--- src/cjt_pkg.sv ---
// ----------------------------------------------------------------------------
// cjt_pkg
// Shared types and constants of the cubic joint trajectory generator.
// ----------------------------------------------------------------------------
package cjt_pkg;

	localparam int ANG_W   = 24;  // Q3.20 angle
	localparam int JNT_W   = 3;
	localparam int IDX_W   = 6;
	localparam int CNT_W   = 7;   // step count register
	localparam int DEN_W   = 22;  // largest denominator is 2^21
	localparam int D_W     = DEN_W + 1;  // doubled denominator
	localparam int REM_W   = 51;  // dividend magnitude
	localparam int QUO_W   = 28;  // quotient magnitude bits
	localparam int MAX_STEPS_DEF = 64;
	localparam logic [CNT_W-1:0] STEPS_RST = CNT_W'(64);

	localparam logic MODE_TWO_POINT = 1'b0;
	localparam logic MODE_VIA       = 1'b1;

	// Sideband that rides along with a sample through the pipeline.
	typedef struct packed {
		logic [JNT_W-1:0] joint;
		logic [IDX_W-1:0] idx;
		logic             last;
	} tag_t;

	// One sample issued by the sequencer.
	typedef struct packed {
		logic                    mode;
		logic                    seg;
		logic [IDX_W-1:0]        j;
		logic [CNT_W-1:0]        t;
		logic [CNT_W-1:0]        s;
		logic signed [ANG_W-1:0] a0;
		logic signed [ANG_W-1:0] am;
		logic signed [ANG_W-1:0] a1;
		tag_t                    tag;
	} samp_t;

endpackage

--- src/cjt_div.sv ---
// ----------------------------------------------------------------------------
// cjt_div
// Pipelined restoring divider, one quotient bit per stage, sideband carried.
// ----------------------------------------------------------------------------
module cjt_div (
	input  logic                             clk,
	input  logic                             arst_n,
	input  logic                             in_valid,
	input  logic [cjt_pkg::REM_W-1:0]        rem,
	input  logic [cjt_pkg::D_W-1:0]          den2,
	input  logic                             neg,
	input  logic signed [cjt_pkg::ANG_W-1:0] base,
	input  cjt_pkg::tag_t                    tag,
	output logic                             out_valid,
	output logic [cjt_pkg::QUO_W-1:0]        quo,
	output logic                             quo_neg,
	output logic signed [cjt_pkg::ANG_W-1:0] quo_base,
	output cjt_pkg::tag_t                    quo_tag
);
	import cjt_pkg::*;

	logic                    v_s   [QUO_W+1];
	logic [REM_W-1:0]        rem_s [QUO_W+1];
	logic [D_W-1:0]          d_s   [QUO_W+1];
	logic [QUO_W-1:0]        quo_s [QUO_W+1];
	logic                    neg_s [QUO_W+1];
	logic signed [ANG_W-1:0] a_s   [QUO_W+1];
	tag_t                    tag_s [QUO_W+1];

	assign v_s[0]   = in_valid;
	assign rem_s[0] = rem;
	assign d_s[0]   = den2;
	assign quo_s[0] = '0;
	assign neg_s[0] = neg;
	assign a_s[0]   = base;
	assign tag_s[0] = tag;

	for (genvar g = 0; g < QUO_W; g++) begin : g_stage
		localparam int BP = QUO_W - 1 - g;

		logic [REM_W-1:0] dsh;
		logic             fits;

		// Trial subtract of the shifted divisor.
		always_comb begin
			dsh  = REM_W'(d_s[g]) << BP;
			fits = (rem_s[g] >= dsh);
		end

		always_ff @(posedge clk or negedge arst_n) begin
			if (!arst_n) begin
				v_s[g+1] <= 1'b0;
			end else begin
				v_s[g+1] <= v_s[g];
			end
		end

		always_ff @(posedge clk) begin
			rem_s[g+1] <= fits ? (rem_s[g] - dsh) : rem_s[g];
			quo_s[g+1] <= {quo_s[g][QUO_W-2:0], fits};
			d_s[g+1]   <= d_s[g];
			neg_s[g+1] <= neg_s[g];
			a_s[g+1]   <= a_s[g];
			tag_s[g+1] <= tag_s[g];
		end
	end

	assign out_valid = v_s[QUO_W];
	assign quo       = quo_s[QUO_W];
	assign quo_neg   = neg_s[QUO_W];
	assign quo_base  = a_s[QUO_W];
	assign quo_tag   = tag_s[QUO_W];

endmodule

--- config.mk ---
export PLATFORM = sky130hd
export DESIGN_NAME = cjt_div
export DESIGN_NICKNAME = d
export VERILOG_FILES = /design/src/cjt_pkg.sv /design/src/cjt_div.sv
export SDC_FILE = /design/constraint.sdc
export NUM_CORES = 2
export LEC_CHECK = 0
export BUFFER_PORTS_ARGS = -buffer_cell sky130_fd_sc_hd__buf_2
export CAP_MARGIN = 20
export CELL_PAD_IN_SITES_DETAIL_PLACEMENT = 1
export CELL_PAD_IN_SITES_GLOBAL_PLACEMENT = 1
export CORE_MARGIN = 2
export CORE_UTILIZATION = 40
export DETAILED_ROUTE_END_ITERATION = 12
export GPL_TIMING_DRIVEN = 0
export PLACE_DENSITY_LB_ADDON = 0.12
export SKIP_LAST_GASP = 1
export SYNTH_ARGS = -nofsm -noshare
export SYNTH_HDL_FRONTEND = slang
export SYNTH_SLANG_ARGS = --single-unit
--- constraint.sdc ---
create_clock -name clk -period 4.9 [get_ports clk]
set_clock_uncertainty 0.2 [all_clocks]
set_input_delay 0.49 -clock clk [delete_from_list [all_inputs] [get_ports clk]]
set_output_delay 0.49 -clock clk [all_outputs]
set_load 0.01 [all_outputs]
==> metrics.csv <==
metric,value,unit
Placed Area,125000,µm²
outcome,completed,
Post-synth top flop,dfxtp_1,
Mapped Nets,12100,
CTS clock-pin slew for the worst setup and hold paths,0.06,ns
vias per cell,5.02,
clock sink count,3412,
CP required,5.45,ns
worst hold slack,0.0624,ns
Max Slew Vio Count,0,
area grow syn2layout,17.1,%
Antenna Violating Nets Remaining,0,
Yosys cell types,96,
RR Endpoint,rem_s[479],
final worst setup slack,0.133,ns
NumNets Final,12800,
Fin. Hold Viols,0,
Post-synth ARST share,0.00821,
vias in the first global route,86900,
Crit. Startpoint,rem_s[519],
FP Rows,200,
first-pass GRT wire length,505,mm
core area,296000,µm²
reg2reg path depth,12,
Mapped Area,119000,µm²
worst-path fanout max,10,
crit path capture,rem_s[479],
grt total ovfl,0,
Residual DRC,0,
max-cap violations,0,
Worst-Skew Late Latency,0.92,ns
"Seq/Total Area, Yosys",0.576,
total die area,301000,µm²
GPL Wtd Cong,0.918,
Layout Utilization,0.470,
H-tree Lvls,5,
initial antenna violation count,6,
Ys Warns,0,
DRT Wirelength,325,mm
CTS tree,built,
pwr dens,699,nW/µm²
DR WL/cell,20.0,µm
RSZ-0062 raised after global routing,no,
CTS Buf Count,352,
Die Wd,549,µm
reg2reg setup slack,0.13,ns
WS Path Type,reg2reg,
fin crit share,0.973,
Worst Tran Pin Value,1.10,ns
"flops & latches, synth",3412,
Design Power,0.0973,W
startpoint types,register,
leak pwr,59.9,nW
Peak supply drop,0.518,mV
Syn Inst Count,11300,
worst relative slew slack,0.262,
RR Startpoint,rem_s[519],
CTS max path bufs,4,
worst min path class,in2reg,
initial core utilization,0.401,
Fmax achieved,0.210,GHz
# fillers,32000,
Vias,81500,
input/output buffers,175,
pin count of the biggest net entering global routing,29,
Post-DP HPWL,254,mm
I/O pin cnt,176,
final instance area,139000,µm²
crit path DAT,5.32,ns
Post-synth EDFFs,0,
CTS Root Cell,clkbuf_16,
crit end category,register,
final setup violation count,0,
Total GRT Usage,0.213,
mean post-synth cell area,10.5,µm²
first-pass iteration count of the detailed router,5,
DR iter-0 viols,4147,
ratio of cells with drive above 1 in the final layout,0.0889,
post-route minimum period,4.77,ns
dpl ws,-0.641,ns
Die Ht,549,µm
==> kinds of logic after synthesis <==
family | count (synthesis) | share of synthesized area
xor+xnor | 873 | 0.0644
flops | 3412 | 0.576
compound gates | 2258 | 0.119
buf+inv | 1111 | 0.0372
fa+ha+maj | 671 | 0.0724
simple gates | 2805 | 0.118
mux | 138 | 0.0130
==> per-stage QoR <==
stage               TNS (ns)  instances
floorplan                  0      11300
global placement      -11.86      15400
detailed placement     -9.39      15400
CTS                        0      16200
global route               0      16200
finish                     0      16200
==> cell usage in the layout (no fill, tap or decap), drive strengths merged, types with 27 or more instances in the layout <==
| master | count |
|---|---|
| o211ai | 57 |
| clkinv | 96 |
| and3 | 51 |
| nor4b | 32 |
| dlygate4sd3 | 193 |
| bufinv | 44 |
| nor4 | 194 |
| nor3 | 216 |
| o21bai | 70 |
| a21o | 321 |
| nand3b | 29 |
| a31oi | 67 |
| dfxtp | 3384 |
| or3 | 84 |
| a211oi | 69 |
| nor2 | 707 |
| or4 | 65 |
| xor2 | 375 |
| ha | 644 |
| a21oi | 718 |
| mux2 | 134 |
| nand2b | 117 |
| nand2 | 683 |
| dfrtp | 28 |
| buf | 277 |
| o31ai | 52 |
| o21ai | 565 |
| xnor2 | 498 |
| inv | 839 |
| nand3 | 189 |
| clkbuf | 654 |
| o21a | 95 |
| or2 | 47 |
| nor2b | 115 |
| fa | 27 |
| nand4 | 142 |
| and2 | 37 |
==> worst min path at each step <==
stage,end,start,depth (start not counted)
2_1_floorplan,out_valid,arst_n,0
4_1_cts,d_s[622],den2[1],2
5_1_grt,d_s[622],den2[1],2
6_report,d_s[622],den2[1],2
3_3_place_gp,a_s[476],a_s[500],0
3_5_place_dp,a_s[257],a_s[281],0
==> flip-flops by register name (all words and copies together) (netlist names) <==
register	flops
a_s	648
d_s	621
neg_s	27
out_valid	1
quo	28
quo_base	24
quo_neg	1
quo_s	378
quo_tag	10
rem_s	1377
tag_s	270
v_s	27
==> Yosys cell counts, types with 14 or more instances <==
cell,n,area (µm²)
nor3b_1,22,165
xnor2_1,498,4360
ha_1,644,8060
and2_1,37,231
a2111oi_0,19,166
o31a_1,20,175
nand3b_1,29,218
or4_1,64,480
nor2b_1,115,719
or3_1,84,526
nand4_1,142,888
nor4b_1,31,272
nand2b_1,117,732
or2_2,46,288
o31ai_1,51,383
nand3_1,189,946
o2111ai_1,15,131
xor2_1,375,3280
o21ai_0,563,2820
nand4b_1,14,123
o311ai_0,14,123
a21boi_0,19,143
clkbuf_1,190,713
dfxtp_1,3384,67700
nor2_1,707,2650
a211oi_1,69,518
mux2_2,131,1480
o21a_1,95,713
nor4_1,194,1210
nor3_1,214,1070
inv_1,825,3100
and3_1,51,319
buf_1,20,75.1
dfrtp_1,28,701
o21bai_1,70,526
a21oi_1,718,3590
a31oi_1,65,407
o211ai_1,57,428
buf_4,62,465
and4_1,23,201
nand2_1,682,2560
fa_1,27,541
a21o_1,321,2410
==> routing by layer <==
layer | global-route usage | part of all wire | up-vias
met4 | 0.0802 | 0.038 | 0
met2 | 0.371 | 0.48 | 1226
met5 | 0 | 0 | -
met1 | 0.271 | 0.45 | 39600
met3 | 0.0236 | 0.032 | 551
li1 | - | - | 40100
==> area by class of cell <==
class                           count  area [µm²]  area share
Clock buffer                      462        9780      0.0703
Sequential cell                  3412       68400       0.492
Timing Repair Buffer              381        2900      0.0208
Clock inverter                    176        2640      0.0190
Tap cell                         3939        4930      0.0354
Inverter                          828        3110      0.0223
Antenna cell                        8        20.0    0.000144
Multi-Input combinational cell   6745       46000       0.330
Buffer                            282        1330     0.00957
==> critical path: stages, from the launching register on <==
cell and delay (ns):
dfxtp_1 0.34, inv_1 0.05, ha_1 0.22, fa_1 0.41, nor2b_1 0.13, o21a_1 0.15
o21ai_0 0.17, a21oi_1 0.49, a2111oi_0 0.33, o31ai_1 0.63, clkbuf_1 0.62, clkbuf_1 0.65
a21oi_1 0.19
==> power by group <==
part	switching, W	internal [W]
Combinational	0.0177	0.0131
Sequential	0.00502	0.0336
Clock	0.0113	0.0166
Total	0.0340	0.0632
==> repair_timing <==
action                     CTS  global route
resized for setup           11            30
setup endpoints to repair   59           136
hold buffers               194             0
hold endpoints to repair   138             0
buffers inserted             0             4
pin swaps                    0             3
Note: power is estimated with default switching activity, not from simulation.
