--- src/cjt_pkg.sv ---
// ----------------------------------------------------------------------------
// cjt_pkg
// Shared types and constants of the cubic joint trajectory generator.
// ----------------------------------------------------------------------------
package cjt_pkg;

	localparam int ANG_W   = 24;  // Q3.20 angle
	localparam int JNT_W   = 3;
	localparam int IDX_W   = 6;
	localparam int CNT_W   = 7;   // step count register
	localparam int DEN_W   = 22;  // largest denominator is 2^21
	localparam int D_W     = DEN_W + 1;  // doubled denominator
	localparam int REM_W   = 51;  // dividend magnitude
	localparam int QUO_W   = 28;  // quotient magnitude bits
	localparam int MAX_STEPS_DEF = 64;
	localparam logic [CNT_W-1:0] STEPS_RST = CNT_W'(64);

	localparam logic MODE_TWO_POINT = 1'b0;
	localparam logic MODE_VIA       = 1'b1;

	// Sideband that rides along with a sample through the pipeline.
	typedef struct packed {
		logic [JNT_W-1:0] joint;
		logic [IDX_W-1:0] idx;
		logic             last;
	} tag_t;

	// One sample issued by the sequencer.
	typedef struct packed {
		logic                    mode;
		logic                    seg;
		logic [IDX_W-1:0]        j;
		logic [CNT_W-1:0]        t;
		logic [CNT_W-1:0]        s;
		logic signed [ANG_W-1:0] a0;
		logic signed [ANG_W-1:0] am;
		logic signed [ANG_W-1:0] a1;
		tag_t                    tag;
	} samp_t;

endpackage

--- src/cjt_seq.sv ---
// ----------------------------------------------------------------------------
// cjt_seq
// Takes one move command and issues its samples, one per cycle.
// ----------------------------------------------------------------------------
module cjt_seq #(
	parameter int MAX_STEPS = cjt_pkg::MAX_STEPS_DEF
) (
	input  logic                             clk,
	input  logic                             arst_n,
	input  logic                             start,
	output logic                             busy,
	input  logic [cjt_pkg::CNT_W-1:0]        steps,
	input  logic                             action,
	input  logic [cjt_pkg::JNT_W-1:0]        joint,
	input  logic signed [cjt_pkg::ANG_W-1:0] start_angle,
	input  logic signed [cjt_pkg::ANG_W-1:0] via_angle,
	input  logic signed [cjt_pkg::ANG_W-1:0] end_angle,
	output logic                             samp_valid,
	output cjt_pkg::samp_t                   samp
);
	import cjt_pkg::*;

	logic                    active_q;
	logic                    mode_q;
	logic                    seg_q;
	logic [IDX_W-1:0]        j_q;
	logic [IDX_W-1:0]        idx_q;
	logic [IDX_W-1:0]        nlast_q;
	logic [CNT_W-1:0]        t_q;
	logic [CNT_W-1:0]        s_q;
	logic [JNT_W-1:0]        joint_q;
	logic signed [ANG_W-1:0] a0_q;
	logic signed [ANG_W-1:0] am_q;
	logic signed [ANG_W-1:0] a1_q;

	logic             last_now;
	logic             accept;
	logic [CNT_W-1:0] s_eff;
	logic [CNT_W-1:0] t_eff;
	logic [CNT_W-1:0] n_eff;

	// Clamp the step count and size the segments.
	always_comb begin
		if (steps < CNT_W'(2)) begin
			s_eff = CNT_W'(2);
		end else if (steps > CNT_W'(MAX_STEPS)) begin
			s_eff = CNT_W'(MAX_STEPS);
		end else begin
			s_eff = steps;
		end
		t_eff = (action == MODE_VIA) ? (s_eff >> 1) : s_eff;
		n_eff = (action == MODE_VIA) ? CNT_W'(t_eff << 1) : s_eff;
	end

	assign last_now = active_q && (idx_q == nlast_q);
	assign busy     = active_q && !last_now;
	assign accept   = start && !busy;

	// Command latch and sample counters.
	always_ff @(posedge clk or negedge arst_n) begin
		if (!arst_n) begin
			active_q <= 1'b0;
		end else if (accept) begin
			active_q <= 1'b1;
		end else if (last_now) begin
			active_q <= 1'b0;
		end
	end

	always_ff @(posedge clk) begin
		if (accept) begin
			mode_q  <= action;
			joint_q <= joint;
			a0_q    <= start_angle;
			am_q    <= via_angle;
			a1_q    <= end_angle;
			s_q     <= s_eff;
			t_q     <= t_eff;
			nlast_q <= IDX_W'(n_eff - CNT_W'(1));
			j_q     <= '0;
			seg_q   <= 1'b0;
			idx_q   <= '0;
		end else if (active_q) begin
			idx_q <= idx_q + IDX_W'(1);
			if (CNT_W'(j_q) == t_q - CNT_W'(1)) begin
				j_q   <= '0;
				seg_q <= 1'b1;
			end else begin
				j_q <= j_q + IDX_W'(1);
			end
		end
	end

	assign samp_valid    = active_q;
	assign samp.mode     = mode_q;
	assign samp.seg      = seg_q;
	assign samp.j        = j_q;
	assign samp.t        = t_q;
	assign samp.s        = s_q;
	assign samp.a0       = a0_q;
	assign samp.am       = am_q;
	assign samp.a1       = a1_q;
	assign samp.tag.joint = joint_q;
	assign samp.tag.idx  = idx_q;
	assign samp.tag.last = last_now;

endmodule

--- config.mk ---
export PLATFORM = sky130hd
export DESIGN_NAME = cjt_seq
export DESIGN_NICKNAME = d
export VERILOG_FILES = /design/src/cjt_pkg.sv /design/src/cjt_seq.sv
export SDC_FILE = /design/constraint.sdc
export NUM_CORES = 1
export LEC_CHECK = 0
export ABC_AREA = 1
export BUFFER_PORTS_ARGS = -buffer_cell sky130_fd_sc_hd__buf_2
export CORE_UTILIZATION = 42
export CTS_CLUSTER_SIZE = 25
export DETAILED_ROUTE_END_ITERATION = 8
export GPL_TIMING_DRIVEN = 0
export HOLD_SLACK_MARGIN = 0.05
export MAX_ROUTING_LAYER = met4
export PLACE_DENSITY = 0.84
export SKIP_LAST_GASP = 1
export SLEW_MARGIN = 20
export SYNTH_ARGS = -nofsm -noshare
export SYNTH_HDL_FRONTEND = slang
export SYNTH_SLANG_ARGS = --single-unit
--- constraint.sdc ---
create_clock -name clk -period 1.8 [get_ports clk]
set_input_delay 0.27 -clock clk [delete_from_list [all_inputs] [get_ports clk]]
set_output_delay 0.27 -clock clk [all_outputs]
set_load 0.01 [all_outputs]
==> impl_metrics.ini <==
[timing]
maxSlewViolCount = 0
setup_violations = 0
slew_headroom = 0.748
min_period_ns = 1.79
fin_skew_ns = 0.0107
hold_viol_final = 0
rsz0062_at_grt = true
max_freq_mhz = 560
worst_pin_slew_ns = 0.378
fin_crit_sh = 0.992

[synth]
avgSynthCellArea_um2 = 13.2
syn_inst = 317
synth_cell_types = 28
netlist_area_um2 = 4180
synth_nets = 407
ys_seq_area_frac = 0.757
yosys_warnings = 0
synth_seq_cells = 110

[floorplan]
initial_core_util = 0.430
core_area_um2 = 9730
dieArea_um2 = 10400
rows = 36
ioPinCount = 192
die_h_um = 102
die_w_um = 102

[power_and_ir_drop]
internal_power_mw = 4.68
p_sw_frac = 0.318
ir_worst_vdd_v = 0.000728
powerDensity_nw_per_um2 = 1140
switching_power_mw = 2.18
leakage_nw = 2.68
seqPwrFrac = 0.516
clock_power_share = 0.218
combPwrFrac = 0.266

[detailed_routing]
firstDrtPassIters = 4
drc_errors = 0
wl_per_cell_um = 13.5
drt_iter0_drc = 88
vias = 3152
vias_per_cell = 4.48
wl_um = 9490
ant_nets = 0

[worst_setup_path]
cp_slowest_cell = edfxtp_1
crit_arrival_ns = 1.52
critPathLaunchType = register
worstPathMaxFanout = 2
worstSetupStartpoint = nlast_q[3]
regToRegEndpoint = nlast_q[3]
critical_path_class = reg -> out
crit_cells = 5
critPathRequiredTime_ns = 1.53
critPathMostFrequentCell = nor2_1
max_stage_delay_ns = 0.42
endpoint_kind = output pin
crit_buf_inv = 1
crit_end = samp[0]
path_cells = xor2_1 > nor2_1 > nand3_2 > nor2_1 > buf_6
reg2reg_depth = 6
r2r_slack_ns = 0.10
crit_family = simple AND/OR/NAND/NOR gates
r2r_start = nlast_q[3]

[clocking]
clkTransAtPathRegs_ns = 0.10
numCtsBuffers = 9
cts-root-buf = clkbuf_8
clk_latency_ns = 0.37
ctsLongestPathBuffers = 2
tritoncts = done
htreeDepth = 3
cts_num_sinks = 110

[placement]
placed_area_um2 = 5310
port_buffers = 191
gp_congestion = 0.766
hpwl_um = 6330

[layout]
ff_latch_area_um2 = 3170
finalInstanceArea_um2 = 6000
final_util = 0.617
multi_input_area_um2 = 832
diodes = 0
fin_nets = 655
synthToLayoutAreaGrowth_pct = 43.5
fillers = 796
drive_gt1_frac = 0.411

[min_path]
hold_path_class = in -> reg

[grt]
grt_pass1_wl_um = 12700
grt_max_degree = 104
grt_antenna_before_repair = 0
grt_pass1_vias = 2749
grt_use_total = 0.171
grt_overflow_total = 0

[job]
max-cap-violations = 0

[status]
status = completed
routing by layer:
metal | track usage | vias up | share of wire
met2 | 0.279 | 130 | 0.51
met3 | 0.0483 | 13 | 0.062
li1 | - | 1552 | -
met1 | 0.196 | 1457 | 0.41
met5 | - | - | 0
met4 | 0.0758 | 0 | 0.015
cells by family (layout without fill, tap and decap cells):
group / count (synthesis) / in the layout / synth area share
and+or+nand+nor: 135 / 135 / 0.144
DFF: 110 / 110 / 0.757
buffers and inverters: 43 / 296 / 0.0437
AOI/OAI and AO/OA: 15 / 15 / 0.0224
xor gates and xnor gates: 10 / 10 / 0.0209
adders and majority gates: 4 / 4 / 0.0120
repair_timing:
| item | 4_1_cts | 5_1_grt |
|---|---|---|
| setup buffers | 0 | 1 |
| setup endpoints to repair | 101 | 104 |
| hold endpoints to repair | 16 | 30 |
| resized for setup | 5 | 3 |
| pin swaps | 4 | 0 |
| hold buffers | 16 | 30 |
state kept, by name, summed over array words and instances (netlist names):
register / cells
t_q: 7
a0_q: 24
nlast_q: 6
joint_q: 3
seg_q: 1
idx_q: 6
a1_q: 24
mode_q: 1
samp_valid: 1
am_q: 24
j_q: 6
s_q: 7
layout make-up:
type,instances,share of cell area
clock buffers,10,0.0213
inverters,38,0.0281
plain buffers,4,0.00500
well taps,133,0.0277
multi-input cells,164,0.139
flip-flops and latches,110,0.528
repair buffers,238,0.239
clock inverters,6,0.0115
worst register-to-register path, stage by stage, from the launching register on:
cell,delay (ns)
edfxtp_1,0.42
xor2_1,0.16
nor2_1,0.12
nand3_2,0.13
nand2_4,0.12
nand2_8,0.11
clkinv_16,0.20
stage by stage:
stage	power [mW]	setup TNS (ns)	worst slack (ns)	cells	hold WS [ns]
CTS	6.84	0	0.00479	672	0.0500
finish	6.86	0	0.0150	703	0.0688
global placement	5.24	-9.78	-0.106	641	0.0452
global route	7.24	-0.167	-0.0943	703	0.0480
detailed placement	5.32	-15.72	-0.170	641	0.0465
floorplan	4.64	0	0.0624	317	-0.0256
power groups by stage:
stage / sequential [mW] / combinational, mW / clock (mW)
floorplan: 3.72 / 0.922 / 0
global placement: 3.57 / 1.66 / 0
detailed placement: 3.59 / 1.72 / 0
CTS: 3.54 / 1.77 / 1.53
global route: 3.59 / 2.03 / 1.62
finish: 3.54 / 1.83 / 1.50
cells in the final DEF (no fill, tap or decap), drive strengths merged:
master and n:
a21oi 7, and3 1, buf 195, bufinv 1, clkbuf 11, clkinv 3, clkinvlp 1, dfrtp 1
dfxtp 13, dlygate4sd3 46, edfxtp 96, ha 4, inv 39, nand2 79, nand3 18, nand4 2
nor2 33, nor3 2, o21ai 8, xnor2 2, xor2 8
worst min path at each step:
stage                   startpoint  cells past startpoint  slack [ns]         end
global route        start_angle[5]                      1        0.05     a0_q[5]
detailed placement          arst_n                      1        0.05  samp_valid
global placement            arst_n                      1        0.05  samp_valid
floorplan                   arst_n                      0       -0.03  samp_valid
finish              start_angle[5]                      1        0.07     a0_q[5]
CTS                   via_angle[0]                      1        0.05     am_q[0]
cell usage after synthesis, drive strengths merged:
master,n,share of area
nand3,18,0.024
xor2,8,0.017
xnor2,2,0.0042
clkbuf,1,0.00090
nor2,33,0.031
nor3,2,0.0048
buf,4,0.0081
dfrtp,1,0.0060
dfxtp,13,0.062
nand2,79,0.078
ha,4,0.012
inv,38,0.035
nand4,2,0.0030
a21oi,7,0.013
edfxtp,96,0.69
and3,1,0.0027
o21ai,8,0.0096
Note: power is estimated with default switching activity, not from simulation.
